`src/rtl/core/mrp_pkg.sv`:
```
// ----------------------------------------------------------------------------
// mrp_pkg: shared types and constants of the interrupt-controller table parser
// Holds the record type codes, the list sizes, the request and result
// structures and a little-endian word helper.
// ----------------------------------------------------------------------------
`default_nettype none

package mrp_pkg;

  // list capacities
  localparam int MaxCpus    = 16;
  localparam int MaxIoCtrls = 8;

  // count widths, fixed by the result fields
  localparam int CpuCntW = 5;
  localparam int IoCntW  = 4;

  // record type codes
  localparam logic [7:0] MadtCpu    = 8'd0;
  localparam logic [7:0] MadtIoapic = 8'd1;
  localparam logic [7:0] MadtInt    = 8'd2;

  // minimum record lengths per type
  localparam logic [7:0] CpuMinLen      = 8'd8;
  localparam logic [7:0] IoapicMinLen   = 8'd12;
  localparam logic [7:0] OverrideMinLen = 8'd10;

  // field buffer: header bytes 0..7, record bytes 2..11
  localparam int FieldDepth = 10;
  localparam int FieldIdxW  = $clog2(FieldDepth);
  localparam int HeaderLen  = 8;
  localparam int HeaderIdxW = $clog2(HeaderLen);

  // output stream data width (fields padded to whole bytes)
  localparam int OutDataW = 104;

  typedef enum logic [1:0] {
    OP_HEADER,
    OP_RECORD,
    OP_END
  } op_e;

  typedef enum logic [2:0] {
    KIND_HEADER   = 3'd0,
    KIND_CPU      = 3'd1,
    KIND_IO       = 3'd2,
    KIND_OVERRIDE = 3'd3,
    KIND_IGNORED  = 3'd4,
    KIND_END      = 3'd5
  } kind_e;

  typedef logic [FieldDepth-1:0][7:0] fields_t;

  // request from the front part to the back part
  typedef struct packed {
    op_e        op;
    logic [7:0] rec_kind;
    logic [7:0] rec_len;
    fields_t    fields;
    logic       last;
  } task_t;

  // one result item
  typedef struct packed {
    kind_e              kind;
    logic [7:0]         slot;
    logic [7:0]         ident;
    logic [7:0]         apic_ident;
    logic [31:0]        address;
    logic [31:0]        base;
    logic [CpuCntW-1:0] cpus_found;
    logic [IoCntW-1:0]  ios_found;
    logic               table_full;
    logic               end_of_table;
  } result_t;

  // little-endian 32-bit word starting at a fixed buffer position
  function automatic logic [31:0] word_at(fields_t f, int unsigned pos);
    return {f[pos+3], f[pos+2], f[pos+1], f[pos]};
  endfunction

endpackage

`default_nettype wire

```
`src/rtl/core/mrp_front.sv`:
```
// ----------------------------------------------------------------------------
// mrp_front: byte walker of the table parser
// Accepts one byte per cycle while ready, tracks header and record position,
// fills the field buffer and issues a request per completed header or record.
// ----------------------------------------------------------------------------
`default_nettype none

module mrp_front import mrp_pkg::*; (
  input  wire logic       clk_i,
  input  wire logic       rst_ni,
  input  wire logic       valid_i,
  input  wire logic       ready_i,
  input  wire logic [7:0] data_i,
  input  wire logic       last_i,
  output task_t           task_o,
  output logic            push_o
);

  logic       in_header_q, in_header_d;
  logic       stopped_q, stopped_d;
  logic [7:0] offset_q, offset_d;
  logic [7:0] rec_kind_q, rec_kind_d;
  logic [7:0] rec_len_q, rec_len_d;
  fields_t    fields_q, fields_d;
  logic       accept;
  logic [7:0] rec_idx;
  logic [8:0] next_off;

  assign accept   = valid_i && ready_i;
  assign rec_idx  = offset_q - 8'd2;
  assign next_off = {1'b0, offset_q} + 9'd1;

  // position tracking and request generation
  always_comb begin
    in_header_d = in_header_q;
    stopped_d   = stopped_q;
    offset_d    = offset_q;
    rec_kind_d  = rec_kind_q;
    rec_len_d   = rec_len_q;
    fields_d    = fields_q;
    push_o      = 1'b0;
    task_o.op   = OP_RECORD;
    if (accept) begin
      if (stopped_q) begin
        // bytes dropped until the last byte
      end else if (in_header_q) begin
        fields_d[offset_q[HeaderIdxW-1:0]] = data_i;
        if (offset_q == 8'(HeaderLen - 1)) begin
          push_o      = 1'b1;
          task_o.op   = OP_HEADER;
          in_header_d = 1'b0;
          offset_d    = 8'd0;
        end else begin
          offset_d = offset_q + 8'd1;
        end
      end else if (offset_q == 8'd0) begin
        rec_kind_d = data_i;
        offset_d   = 8'd1;
      end else begin
        if (offset_q == 8'd1) begin
          rec_len_d = data_i;
          if (data_i == 8'd0) begin
            stopped_d = 1'b1;
          end
        end else if (rec_idx < 8'(FieldDepth)) begin
          fields_d[rec_idx[FieldIdxW-1:0]] = data_i;
        end
        if (!stopped_d) begin
          if (next_off >= {1'b0, rec_len_d}) begin
            push_o    = 1'b1;
            task_o.op = OP_RECORD;
            offset_d  = 8'd0;
          end else begin
            offset_d = next_off[7:0];
          end
        end
      end
      // last byte closes the table
      if (last_i) begin
        if (!push_o) begin
          push_o    = 1'b1;
          task_o.op = OP_END;
        end
        in_header_d = 1'b1;
        offset_d    = 8'd0;
        stopped_d   = 1'b0;
      end
    end
    task_o.rec_kind = rec_kind_d;
    task_o.rec_len  = rec_len_d;
    task_o.fields   = fields_d;
    task_o.last     = last_i;
  end

  // control state
  always_ff @(posedge clk_i or negedge rst_ni) begin
    if (!rst_ni) begin
      in_header_q <= 1'b1;
      stopped_q   <= 1'b0;
      offset_q    <= 8'd0;
      rec_kind_q  <= 8'd0;
      rec_len_q   <= 8'd0;
    end else begin
      in_header_q <= in_header_d;
      stopped_q   <= stopped_d;
      offset_q    <= offset_d;
      rec_kind_q  <= rec_kind_d;
      rec_len_q   <= rec_len_d;
    end
  end

  // field buffer, no reset
  always_ff @(posedge clk_i) begin
    fields_q <= fields_d;
  end

  a_stop_not_header: assert property (@(posedge clk_i) disable iff (!rst_ni)
    stopped_q |-> !in_header_q)
    else $error("parser stopped while expecting a header");

  a_header_offset: assert property (@(posedge clk_i) disable iff (!rst_ni)
    in_header_q |-> (offset_q < 8'(HeaderLen)))
    else $error("header offset out of range");

endmodule

`default_nettype wire

```
`src/rtl/core/mrp_queue.sv`:
```
// ----------------------------------------------------------------------------
// mrp_queue: two-entry request queue
// Decouples the byte walker from the result stage so that each side can
// stall on its own.
// ----------------------------------------------------------------------------
`default_nettype none

module mrp_queue import mrp_pkg::*; (
  input  wire logic  clk_i,
  input  wire logic  rst_ni,
  input  wire logic  push_i,
  input  wire task_t task_i,
  output logic       ready_o,
  input  wire logic  pop_i,
  output logic       valid_o,
  output task_t      task_o
);

  task_t      entry_q [2];
  logic       wr_ptr_q, rd_ptr_q;
  logic [1:0] count_q;
  logic       do_push;
  logic       do_pop;

  assign ready_o = (count_q != 2'd2);
  assign valid_o = (count_q != 2'd0);
  assign task_o  = entry_q[rd_ptr_q];
  assign do_push = push_i && ready_o;
  assign do_pop  = pop_i && valid_o;

  // pointers and fill level
  always_ff @(posedge clk_i or negedge rst_ni) begin
    if (!rst_ni) begin
      wr_ptr_q <= 1'b0;
      rd_ptr_q <= 1'b0;
      count_q  <= 2'd0;
    end else begin
      if (do_push) begin
        wr_ptr_q <= ~wr_ptr_q;
      end
      if (do_pop) begin
        rd_ptr_q <= ~rd_ptr_q;
      end
      if (do_push && !do_pop) begin
        count_q <= count_q + 2'd1;
      end else if (do_pop && !do_push) begin
        count_q <= count_q - 2'd1;
      end
    end
  end

  // entry storage
  always_ff @(posedge clk_i) begin
    if (do_push) begin
      entry_q[wr_ptr_q] <= task_i;
    end
  end

  a_count_range: assert property (@(posedge clk_i) disable iff (!rst_ni)
    count_q <= 2'd2)
    else $error("queue fill level out of range");

  a_no_overflow: assert property (@(posedge clk_i) disable iff (!rst_ni)
    push_i |-> ready_o)
    else $error("request pushed into a full queue");

endmodule

`default_nettype wire

```
`src/rtl/core/mrp_back.sv`:
```
// ----------------------------------------------------------------------------
// mrp_back: result stage of the table parser
// Classifies each completed header, record or table end, keeps the cpu and io
// list counts and holds the result in an output register.
// ----------------------------------------------------------------------------
`default_nettype none

module mrp_back import mrp_pkg::*; (
  input  wire logic  clk_i,
  input  wire logic  rst_ni,
  input  wire logic  valid_i,
  input  wire task_t task_i,
  output logic       pop_o,
  output logic       valid_o,
  input  wire logic  ready_i,
  output result_t    result_o
);

  logic               out_valid_q;
  result_t            res_q, res_d;
  logic [CpuCntW-1:0] cpu_total_q, cpu_total_d;
  logic [IoCntW-1:0]  io_total_q, io_total_d;
  logic               cpu_enabled;

  assign pop_o       = valid_i && (!out_valid_q || ready_i);
  assign valid_o     = out_valid_q;
  assign result_o    = res_q;
  assign cpu_enabled = task_i.fields[2][0];

  // classify the request at the queue head
  always_comb begin
    cpu_total_d        = cpu_total_q;
    io_total_d         = io_total_q;
    res_d              = '0;
    res_d.kind         = KIND_IGNORED;
    res_d.end_of_table = task_i.last;
    case (task_i.op)
      OP_HEADER: begin
        res_d.kind    = KIND_HEADER;
        res_d.address = word_at(task_i.fields, 0);
        res_d.base    = word_at(task_i.fields, 4);
      end
      OP_RECORD: begin
        if (task_i.rec_kind == MadtCpu && task_i.rec_len >= CpuMinLen) begin
          if (!cpu_enabled) begin
            res_d.kind = KIND_IGNORED;
          end else if (cpu_total_q >= CpuCntW'(MaxCpus)) begin
            res_d.table_full = 1'b1;
          end else begin
            res_d.kind       = KIND_CPU;
            res_d.slot       = 8'(cpu_total_q);
            res_d.ident      = task_i.fields[0];
            res_d.apic_ident = task_i.fields[1];
            cpu_total_d      = cpu_total_q + CpuCntW'(1);
          end
        end else if (task_i.rec_kind == MadtIoapic && task_i.rec_len >= IoapicMinLen) begin
          if (io_total_q >= IoCntW'(MaxIoCtrls)) begin
            res_d.table_full = 1'b1;
          end else begin
            res_d.kind    = KIND_IO;
            res_d.slot    = 8'(io_total_q);
            res_d.ident   = task_i.fields[0];
            res_d.address = word_at(task_i.fields, 2);
            res_d.base    = word_at(task_i.fields, 6);
            io_total_d    = io_total_q + IoCntW'(1);
          end
        end else if (task_i.rec_kind == MadtInt && task_i.rec_len >= OverrideMinLen) begin
          res_d.kind = KIND_OVERRIDE;
          res_d.slot = task_i.fields[1];
          res_d.base = word_at(task_i.fields, 2);
        end
      end
      OP_END: begin
        res_d.kind = KIND_END;
      end
      default: begin
        res_d.kind = KIND_IGNORED;
      end
    endcase
    res_d.cpus_found = cpu_total_d;
    res_d.ios_found  = io_total_d;
  end

  // counts and output valid
  always_ff @(posedge clk_i or negedge rst_ni) begin
    if (!rst_ni) begin
      out_valid_q <= 1'b0;
      cpu_total_q <= '0;
      io_total_q  <= '0;
    end else begin
      if (pop_o) begin
        out_valid_q <= 1'b1;
        cpu_total_q <= cpu_total_d;
        io_total_q  <= io_total_d;
      end else if (ready_i) begin
        out_valid_q <= 1'b0;
      end
    end
  end

  // output payload
  always_ff @(posedge clk_i) begin
    if (pop_o) begin
      res_q <= res_d;
    end
  end

  a_cpu_bound: assert property (@(posedge clk_i) disable iff (!rst_ni)
    cpu_total_q <= CpuCntW'(MaxCpus))
    else $error("cpu count beyond list size");

  a_io_bound: assert property (@(posedge clk_i) disable iff (!rst_ni)
    io_total_q <= IoCntW'(MaxIoCtrls))
    else $error("io count beyond list size");

endmodule

`default_nettype wire

```
`src/rtl/core/madt_record_parser.sv`:
```
// ----------------------------------------------------------------------------
// madt_record_parser: interrupt-controller table body parser
// Walks the header and type/length records of the table body and reports
// headers, added cpus, added io controllers, overrides and ignored records.
// ----------------------------------------------------------------------------
// The block takes one table byte per cycle and gives at most one result per
// byte; a byte is accepted every cycle as long as the two-entry request queue
// between the byte walker and the result stage has room, so a result waiting
// on the output does not stall input until two more results are pending.
// A completed request is held in the queue, then its result in the output
// register. The cpu and io counts persist across tables and are cleared only
// by reset.
`default_nettype none

module madt_record_parser import mrp_pkg::*; (
  input  wire logic                clk_i,
  input  wire logic                rst_ni,
  // input stream: tdata = data_byte[7:0]; tlast = last_byte
  input  wire logic                s_axis_tvalid_i,
  output logic                     s_axis_tready_o,
  input  wire logic [7:0]          s_axis_tdata_i,
  input  wire logic                s_axis_tlast_i,
  // output stream: tdata = slot[7:0], ident[15:8], apic_ident[23:16],
  // address[55:24], base[87:56], cpus_found[92:88], ios_found[96:93],
  // table_full[97], zero padding[103:98]
  output logic                     m_axis_tvalid_o,
  input  wire logic                m_axis_tready_i,
  output logic [OutDataW-1:0]      m_axis_tdata_o,
  // tuser = kind[2:0]
  output logic [2:0]               m_axis_tuser_o,
  // tlast = end_of_table
  output logic                     m_axis_tlast_o
);

  task_t   front_task;
  logic    front_push;
  logic    queue_ready;
  logic    queue_valid;
  task_t   queue_task;
  logic    back_pop;
  result_t result;

  assign s_axis_tready_o = queue_ready;

  mrp_front u_front (
    .clk_i   (clk_i),
    .rst_ni  (rst_ni),
    .valid_i (s_axis_tvalid_i),
    .ready_i (queue_ready),
    .data_i  (s_axis_tdata_i),
    .last_i  (s_axis_tlast_i),
    .task_o  (front_task),
    .push_o  (front_push)
  );

  mrp_queue u_queue (
    .clk_i   (clk_i),
    .rst_ni  (rst_ni),
    .push_i  (front_push),
    .task_i  (front_task),
    .ready_o (queue_ready),
    .pop_i   (back_pop),
    .valid_o (queue_valid),
    .task_o  (queue_task)
  );

  mrp_back u_back (
    .clk_i    (clk_i),
    .rst_ni   (rst_ni),
    .valid_i  (queue_valid),
    .task_i   (queue_task),
    .pop_o    (back_pop),
    .valid_o  (m_axis_tvalid_o),
    .ready_i  (m_axis_tready_i),
    .result_o (result)
  );

  // pack the result onto the output stream
  assign m_axis_tdata_o = {6'd0, result.table_full, result.ios_found, result.cpus_found,
                           result.base, result.address, result.apic_ident,
                           result.ident, result.slot};
  assign m_axis_tuser_o = result.kind;
  assign m_axis_tlast_o = result.end_of_table;

endmodule

`default_nettype wire
```
`config.mk`:
```
export PLATFORM = sky130hd
export DESIGN_NAME = madt_record_parser
export DESIGN_NICKNAME = d
export VERILOG_FILES = /design/src/rtl/core/mrp_pkg.sv /design/src/rtl/core/mrp_front.sv /design/src/rtl/core/mrp_queue.sv /design/src/rtl/core/mrp_back.sv /design/src/rtl/core/madt_record_parser.sv
export SDC_FILE = /design/constraint.sdc
export NUM_CORES = 1
export LEC_CHECK = 0
export CORE_MARGIN = 2
export CORE_UTILIZATION = 60
export DETAILED_ROUTE_END_ITERATION = 7
export DONT_BUFFER_PORTS = 1
export PLACE_DENSITY = 0.76
export SYNTH_ARGS = -nofsm -noshare
export SYNTH_HDL_FRONTEND = slang
export SYNTH_HIERARCHICAL = 1
export SYNTH_SLANG_ARGS = --single-unit
```
`constraint.sdc`:
```
create_clock -name clk_i -period 16.7 [get_ports clk_i]
set_input_delay 3.34 -clock clk_i [delete_from_list [all_inputs] [get_ports clk_i]]
set_output_delay 3.34 -clock clk_i [all_outputs]
set_load 0.02 [all_outputs]
```
-- Word level (Yosys, flattened, before mapping)
Memories as Yosys holds them, arrays and structs flattened.
Index checks and enable logic that the tools add are counted.
- reduce and logical (&&, ||, !) cells: 25
- muxes and demuxes: 95
- order comparisons: 11
- add/subtract/negate cells: 7
- bitwise gates (word level): 5
- equality and inequality tests: 9
- operators with widths (kind ; count):
    80-bit 2-to-1 mux ; 6
    8-bit 2-to-1 mux ; 23
    80-bit bitwise mux ; 2
    64-bit 2-to-1 mux ; 2
    64-bit one-hot mux with 2 select lines ; 1
    32-bit 2-to-1 mux ; 3
    19-bit 2-to-1 mux ; 2
    1-bit 2-to-1 mux ; 34
    8-bit demux with 4-bit select ; 1
    27-bit 2-to-1 mux ; 1
    8-bit demux with 3-bit select ; 1
    8-bit by 4-bit >= comparator with 1-bit output (second input constant) ; 3
    8-bit logical NOT ; 3
    24-bit 2-to-1 mux ; 1
    11-bit 2-to-1 mux ; 2
    5-bit 2-to-1 mux ; 4
    8-bit by 1-bit equality test with 1-bit output (second input constant) ; 2
    4-bit 2-to-1 mux ; 4
    2-bit 2-to-1 mux ; 6
    1-bit logical AND ; 11
    8-bit by 1-bit adder with 9-bit output (second input constant) ; 1
    9-bit by 8-bit >= comparator with 1-bit output ; 1
    3-bit one-hot mux with 3 select lines ; 1
    8-bit by 1-bit adder with 8-bit output (second input constant) ; 1
    other kinds (27) ; 36
- output and inout bits: 110
- memory bits (writable): 198
- memories kept: 1
- word-level logic and storage cells: 184
- register bits after elaboration: 222
- memories (name ; depth ; width ; rd ports ; clocked after memory_dff ; wr ports ; RTL line ; text):
    u_queue.entry_q ; 2 ; 99 ; 1 ; 0 ; 1 ; mrp_queue.sv:19 ; task_t entry_q [2];

-- Longest topological paths before layout
Gate-level depths: netlist of run 1.
- word-level depth: 20
- depth in mapped cells: 19

-- By module
The synthesis of run 1 kept the hierarchy.
- by module, submodules not included (module ; instances ; area each (um2) ; cells each):
    mrp_queue ; 1 ; 7837.5 ; 326
    mrp_back ; 1 ; 5048.6 ; 346
    mrp_front ; 1 ; 4556.9 ; 383
    madt_record_parser ; 1 ; 48.8 ; 7

-- Worst setup path after synthesis of run 1
OpenSTA, ideal clock, no wires.
- kind: input port to flip-flop
- from: in s_axis_tdata_i[0]
- to: mem u_queue/entry_q[0][0] (netlist name) (enable)
- required time: 16.142 ns
- stages on the path: 11
- data arrival time: 8.895 ns
- buffers on the path: 0
- setup slack: 7.247 ns
- path through: nand2_1 -> nand2_1 -> ha_1 -> nand2b_1 -> nand3_1 -> a211o_1 -> a22oi_1 -> mux2i_1 -> o21ai_0 -> nand2_1 -> nor2_1
- cells in the longest elaborated chain, start to end: 17
- elaborated cells on any way between the ends: 24
- those cells by class: order compare: 1; mux: 21; reduce/logical: 2
- RTL lines (item ; RTL line ; text):
    from (decl) ; madt_record_parser.sv:21 ; input wire logic [7:0] s_axis_tdata_i,
    8-bit 2-to-1 mux / 8-bit logical NOT (equally long branches) ; mrp_front.sv:60, mrp_front.sv:62 ;
    8-bit 2-to-1 mux / 1-bit 2-to-1 mux (equally long branches) ; mrp_front.sv:56, mrp_front.sv:62 ;
    8-bit 2-to-1 mux / 1-bit 2-to-1 mux (equally long branches) ; mrp_front.sv:46, mrp_front.sv:60 ;
    8-bit 2-to-1 mux / 1-bit 2-to-1 mux (equally long branches) ; mrp_front.sv:44, mrp_front.sv:56 ;
    8-bit 2-to-1 mux / 1-bit 2-to-1 mux (equally long branches) ; mrp_front.sv:43, mrp_front.sv:46 ;
    9-bit by 8-bit >= comparator with 1-bit output / 1-bit 2-to-1 mux (equally long branches) ; mrp_front.sv:69, mrp_front.sv:44 ;
    1-bit 2-to-1 mux, on equally long branches ; mrp_front.sv:69, mrp_front.sv:43 ;
    1-bit 2-to-1 mux (*) ; mrp_front.sv:68 ; if (!stopped_d) begin
    [2 not listed] ; -- ;
    1-bit 2-to-1 mux (*) ; mrp_front.sv:44 ; if (stopped_q) begin
    1-bit 2-to-1 mux (*) ; mrp_front.sv:43 ; if (accept) begin
    1-bit 2-to-1 mux (*) ; mrp_front.sv:79 ; if (last_i) begin
    1-bit 2-to-1 mux (*) ; mrp_front.sv:43 ;
    net front_push ; madt_record_parser.sv:36 ; logic front_push;
    1-bit logical AND (*) ; mrp_queue.sv:28 ; assign do_push = push_i && ready_o;
    1-bit 2-to-1 mux (*) ; mrp_queue.sv:54 ; if (do_push) begin
    1-bit 2-to-1 mux (not written as such) (*) ; mrp_queue.sv:55 ; entry_q[wr_ptr_q] <= task_i;
    to (decl) ; mrp_queue.sv:19 ;
Mark *: on every way through the listed nets, which the timed path passes. The rest lies on a longest branch. The select of a mux whose other input is x is not followed.

-- Final worst setup path of run 1
- from: in s_axis_tdata_i[0]
- to: mem u_queue/entry_q[0][49] (netlist name) (enable)
Same word-level chain as after synthesis.

==> results of run 1 <==
-- layout by cell type (no fill, tap or decap), types with 10 or more instances in the layout --
cell       instances
buf_4             10
dfrtp_1           38
clkbuf_1          12
mux2_4            98
mux2_2            91
a21oi_1           18
and3_1            12
a21o_1            33
edfxtp_1         298
dfxtp_1           80
clkbuf_16         44
nor2_1            19
and2_1            22
inv_1             17
nand2_1           30
a22o_1            67
ha_1              24
-- state kept, by name (all words and copies together) (netlist names), 2 cells and up --
name                count
u_back/cpu_total_q      5
u_front/rec_len_q       8
u_front/fields_q       80
u_queue/entry_q       196
u_back/io_total_q       4
u_back/result_o       102
u_queue/count_q         2
u_front/rec_kind_q      8
u_front/offset_q        8
-- path summary, 6_finish.rpt --
kind	startpoint	end	slack, ns	cells after the start
worst max-delay path	s_axis_tdata_i[0]	u_queue/entry_q[0][49]	10.21	13
worst min register to register	u_front/fields_q[76]	u_front/fields_q[76]	0.48	1
min in group asynchronous	rst_ni	u_back/cpu_total_q[0]	2.51	0
worst max register to register	u_front/offset_q[3]	u_queue/entry_q[0][49]	11.25	16
max in group asynchronous	rst_ni	u_front/in_header_q	14.01	0
worst min-delay path	u_front/fields_q[76]	u_front/fields_q[76]	0.48	1
-- layout make-up --
| cell class | count | area [µm²] |
|---|---|---|
| Antenna cell | 1 | 2.50 |
| Inverter | 18 | 70.1 |
| Fill cell | 1876 | 9720 |
| Timing Repair Buffer | 10 | 75.1 |
| Multi-Input combinational cell | 569 | 5400 |
| Sequential cell | 418 | 11600 |
| Clock inverter | 11 | 65.1 |
| Clock buffer | 64 | 1260 |
| Tap cell | 384 | 480 |
-- where the power goes --
group,switching (µW),internal (µW),total [µW]
Combinational,412,333,745
Sequential,243,1420,1660
Clock,370,518,888
Total,1020,2270,3300
-- through the flow --
stage	util	total power (µW)
2_1_floorplan	-	2270
3_3_place_gp	0.614	2400
3_5_place_dp	0.614	2430
4_1_cts	0.661	3320
5_1_grt	0.661	3430
6_report	0.661	3300
-- layer usage --
layer / up-vias / track usage
li1: 4056 / -
met1: 4487 / 0.326
met2: 277 / 0.372
met3: 57 / 0.0420
met4: 0 / 0.0543
met5: - / 0
-- worst max-delay path, delay by kind of cell --
| kind | cells | cell delay (ns) |
|---|---|---|
| buffers and inverters | 2 | 1.21 |
| multiplexers | 1 | 0.18 |
| AND/OR/NAND/NOR | 6 | 0.62 |
| AO/OA/AOI/OAI | 3 | 0.91 |
| adder cells (fa/ha/maj) | 1 | 0.27 |
==> summary.md, run 1 <==
| Metric | Value |
|---|---|
| Status | `finished clean` |
| Clk root buf | `clkbuf_16` |
| WL met3 | `around 2100 µm` |
| Pwr dens | `174 mW/mm²` |
| Top cell by count, worst path | `nand2_1` |
| Fraction of the cycle the final worst path needs | `0.389` |
| Top Ports | `123` |
| CP startpoint kind | `input pin` |
| Setup TNS | `0 ns` |
| DP HPWL | `22500 µm` |
| Global-route wire length before repair | `53200 µm` |
| Die Area | `roughly 0.03 mm²` |
| Fin. Hold Viols | `0` |
| Routed wire length | `34700 µm` |
| Wire length on met2 | `16700 µm` |
| CTS Buf Count | `41` |
| PnR worst setup slack | `10.21 ns` |
| Setup violators final | `0` |
| Worst Max-Slew Pin Slew | `1.14 ns` |
| Port buffer count | `0` |
| Top Metal Used | `met4` |
| Worst Skew | `roughly 0.013 ns` |
| Post-CTS setup buffer count | `0` |
| Die extent in y | `174 µm` |
| Die W | `between 150 and 200 µm` |
| Vias after detailed routing | `around 8900` |
| Largest net degree at the start of global routing | `85` |
| Pre-antenna DRT Iters | `5` |
| Hold WS | `0.484 ns` |
| Htree depth | `2` |
| Layout Cells excl Fill | `1475` |
| RSZ-0062 raised after global routing | `no` |
| Worst relative slew slack | `0.242` |
| Crit Path Class | `in2reg` |
| CTS tree | `built` |
| Required @ worst endpoint | `16.84 ns` |
| Iter 0 DRT Violations | `706` |
| WL/cell | `approximately 24 µm` |
| CTS sink cnt | `418` |
| CP cell instances | `nand2_1, nand2_1, ha_1, nand2b_1, nand3_1, a211o_1, a22oi_1, mux2i_1, o21ai_0, nand2_1, nor2_4, buf_4, buf_4` |
| Max-cap violations | `0` |
| CP Capture Type | `register` |
| Syn Area/Cell | `between 15 and 20 µm²` |
| Synthesis Warnings | `6` |
| Worst slack, placed | `9.75 ns` |
| Max Root-Sink Buffers | `3` |
| Nets | `roughly 1100` |
| Vias/cell | `6.02` |
| Hold_buf cts | `0` |
| Fmax | `between 150 and 200 MHz` |
| Total GRT Usage | `0.230` |
| Initial Util | `0.608` |
| Core Box Area | `0.0286 mm²` |
| Global route total overflow | `0` |
| Synth Instances | `1059` |
| Crit path arrival time | `6.63 ns` |
| CP max-delay cell | `buf_4` |
| LEAKAGE | `0.00756 µW` |
| Hold Path Class | `reg2reg` |
| Max-slew violations | `0` |
| Clock slew at reported path FFs | `about 0.060 ns` |
| Rows | `62` |
| Mapped cell area | `around 0.017 mm²` |
| Dpl cells | `around 1400` |
| Clock latency at the later pin of the worst-skew pair | `0.52 ns` |
| Min cycle time layout | `6.49 ns` |
| ANT nets after route | `0` |
| DRC | `0` |
| Largest stage delay on the critical path | `~0.7 ns` |
| Share of cells above drive strength 1 | `0.264` |
| Met1 Routed Length | `~15000 µm` |
| Cell area after layout | `0.0189 mm²` |
| Vias in the first global route | `8738` |
| Antenna violations before repair | `1` |
| RD Place Congestion | `0.899` |
| Area after DPL | `around 0.018 mm²` |
| Area grow syn2layout | `8.57%` |
| Worst-path fanout max | `50` |
| PostCTS Resize Cnt | `0` |
| Peak supply drop | `0.000108 V` |
Power figures use the tool's default switching activity.
==> run 2, diff against run 1 <==
==> constraint.sdc (replaced) <==
create_clock -name clk_i -period 6.2 [get_ports clk_i]
set_input_delay 1.24 -clock clk_i [delete_from_list [all_inputs] [get_ports clk_i]]
set_output_delay 1.24 -clock clk_i [all_outputs]
set_load 0.02 [all_outputs]
==> summary.md, run 2 (synthesis results as in run 1) <==
| Metric | Value |
|---|---|
| Setup crit start | `u_front/offset_q[3]` |
| Cell area after layout | `0.0190 mm² (+0.38%)` |
| Peak supply drop | `0.000386 V (+260%)` |
| CTS sink cnt | `418 (unchanged)` |
| Top Ports | `123 (unchanged)` |
| Hold WS | `0.401 ns (-0.0831 ns)` |
| Antenna violations before repair | `1 (unchanged)` |
| Clk root buf | `clkbuf_16` |
| Min cycle time layout | `4.77 ns` |
| Worst Skew | `0.0168 ns (+0.00358 ns)` |
| Top cell by count, worst path | `nand2_1` |
| RR Endpoint | `u_queue/entry_q[1][55]` |
| Hold_buf cts | `0 (unchanged)` |
| Die Area | `0.0304 mm² (unchanged)` |
| CP cell instances | `or4_4, nor3_2, nand2_1, nand2_1, nand2_1, ha_1, nand2b_1, nand3_1, a211o_1, a22oi_1, mux2i_1, o21ai_0, and3_4, buf_4` |
| Routed wire length | `34300 µm (-1.3%)` |
| Setup TNS | `0 ns (unchanged)` |
| Worst-path fanout max | `42 (-16%)` |
| RSZ-0062 raised after global routing | `no` |
| Crit path arrival time | `4.97 ns (-1.66 ns)` |
| Largest register FFs | `196 (unchanged)` |
| Top reg by flops | `u_queue/entry_q` |
| Fill count | `1927 (+2.7%)` |
| Max Root-Sink Buffers | `3 (unchanged)` |
| Die extent in y | `174 µm (unchanged)` |
| Dpl cells | `1400 (+0.071%)` |
| Post-CTS setup buffer count | `0 (unchanged)` |
| R2r startpoint | `u_front/offset_q[3]` |
| Status | `finished clean` |
| Most frequent cells in the layout | `298 x edfxtp_1, 98 x mux2_4, 91 x mux2_2, 80 x dfxtp_1, 67 x a22o_1` |
| Die W | `174 µm (unchanged)` |
| Pre-antenna DRT Iters | `7 (+2)` |
| Worst Max-Slew Pin Slew | `1.07 ns (-0.0690 ns)` |
| Max-cap violations | `0 (unchanged)` |
| Diode count | `0 (-1)` |
| Worst relative slew slack | `0.288 (+0.0460)` |
| Fmax | `210 MHz` |
| DP HPWL | `21700 µm (-3.3%)` |
| Share of cells above drive strength 1 | `0.263 (-0.000966)` |
| Largest stage delay on the critical path | `0.63 ns (-0.05 ns)` |
| DRC | `0 (unchanged)` |
| ANT nets after route | `0 (unchanged)` |
| Vias after detailed routing | `8945 (+0.77%)` |
| Core Util, Final | `0.663 (+0.00253)` |
| Vias/cell | `6.05 (+0.56%)` |
| NetSw | `2750 µW (+170%)` |
| RD Place Congestion | `0.873 (-2.9%)` |
| R2r worst-path depth | `14 (-2)` |
| CP startpoint kind | `register` |
| Iter 0 DRT Violations | `786 (+11%)` |
| Flop pwr share | `0.499 (-0.006)` |
| Rows | `62 (unchanged)` |
| Crit Path Class | `reg2reg` |
| Clock power frac | `0.279 (+0.010)` |
| Total GRT Usage | `0.226 (-0.00321)` |
| Pwr dens | `472 mW/mm² (+170%)` |
| Layout Cells excl Fill | `1478 (+0.20%)` |
| Setup violators final | `0 (unchanged)` |
| Required @ worst endpoint | `6.39 ns (-10.45 ns)` |
| Global-route wire length before repair | `52600 µm (-1.1%)` |
| Global route total overflow | `0 (unchanged)` |
| Fin. Hold Viols | `0 (unchanged)` |
| Max-slew violations | `0 (unchanged)` |
| LEAKAGE | `0.00759 µW (+0.46%)` |
| Area grow syn2layout | `8.99%` |
| Area after DPL | `0.0176 mm² (+0.11%)` |
| Worst setup endpoint | `u_queue/entry_q[1][55]` |
| Nets | `1097 (+0.18%)` |
| Sw Ratio | `0.307 (-0.00413)` |
| Internal power | `6210 µW (+170%)` |
| Vias in the first global route | `8824 (+0.98%)` |
| CP Capture Type | `register` |
| Clock latency at the later pin of the worst-skew pair | `0.53 ns (about the same)` |
| Largest net degree at the start of global routing | `99 (+16%)` |
| Hold Path Class | `in2async` |
| Gate power share | `0.222 (-0.004)` |
| Port buffer count | `0 (unchanged)` |
| Most common cell after layout, fill and taps aside | `edfxtp_1` |
| CP max-delay cell | `and3_4` |
| Slack of the worst reg-to-reg path | `1.43 ns (-9.82 ns)` |
| CTS Buf Count | `42 (+2.4%)` |
| Clock slew at reported path FFs | `0.06 ns (about the same)` |
| Fraction of the cycle the final worst path needs | `0.770` |
| Initial Util | `0.608 (unchanged)` |
| PostCTS Resize Cnt | `0 (unchanged)` |
| WL/cell | `23.2 µm (-1.5%)` |
| Htree depth | `2 (unchanged)` |
| Core Box Area | `0.0286 mm² (unchanged)` |
| CTS tree | `built` |
==> run 2: changes by cell type in the layout (fill, tap and decap cells not counted), moves of 2 or more <==
cell       delta
inv_6         +2
clkinv_1      +4
bufinv_16     +4
clkbuf_8      -5
==> run 2: routing by layer <==
metal  up-vias  GRT usage  routed length (µm)
li1       4063          -                   -
met1      4514      0.326               15300
met2       321      0.354               16000
met3        47     0.0448                2200
met4         0     0.0641                 730
met5         -          0                   0
==> run 2: worst min-delay path by stage <==
stage / from / to / slack [ns] / cells after the start
6_report: rst_ni / u_front/offset_q[2] / 0.40 / 0
5_1_grt: rst_ni / u_front/offset_q[2] / 0.38 / 0
4_1_cts: rst_ni / u_front/rec_kind_q[5] / 0.38 / 0
3_5_place_dp: u_front/fields_q[74] / u_front/fields_q[74] / 0.47 / 1
3_3_place_gp: u_front/fields_q[31] / u_front/fields_q[31] / 0.46 / 1
2_1_floorplan: u_queue/count_q[1] / u_queue/count_q[1] / 0.46 / 1
==> run 2: cell type report <==
cell class | count | area (µm²) | share of cell area
inverter | 18 | 70.1 | 0.00369
timing repair buffer | 11 | 95.1 | 0.00501
tap | 384 | 480 | 0.0253
clock inverter | 20 | 214 | 0.0113
sequential | 418 | 11600 | 0.609
clock buffer | 58 | 1160 | 0.0612
multi-input combinational | 569 | 5400 | 0.285
==> run 2: worst max-delay path: cells and delay by family (launching register included) <==
family | cells | cell delay, ns
compound gates | 3 | 0.84
fa+ha+maj | 1 | 0.26
simple gates | 8 | 2.17
buf+inv | 1 | 0.48
mux | 1 | 0.14
flops | 1 | 0.50
==> run 2: power groups by stage <==
stage | Sequential, µW | Clock, µW | Combinational (µW)
final | 4470 | 2500 | 1990
after CTS | 4480 | 2530 | 1980
after floorplan | 4370 | 0 | 1730
after global placement | 4500 | 0 | 1940
after detailed placement | 4530 | 0 | 1970
after global routing | 4520 | 2650 | 2130
==> run 2: per-stage QoR <==
stage               power, µW  setup WS [ns]
floorplan                6100          0.248
global placement         6450           1.47
detailed placement       6500           1.46
CTS                      8990           1.45
global route             9300           1.10
finish                   8960           1.43
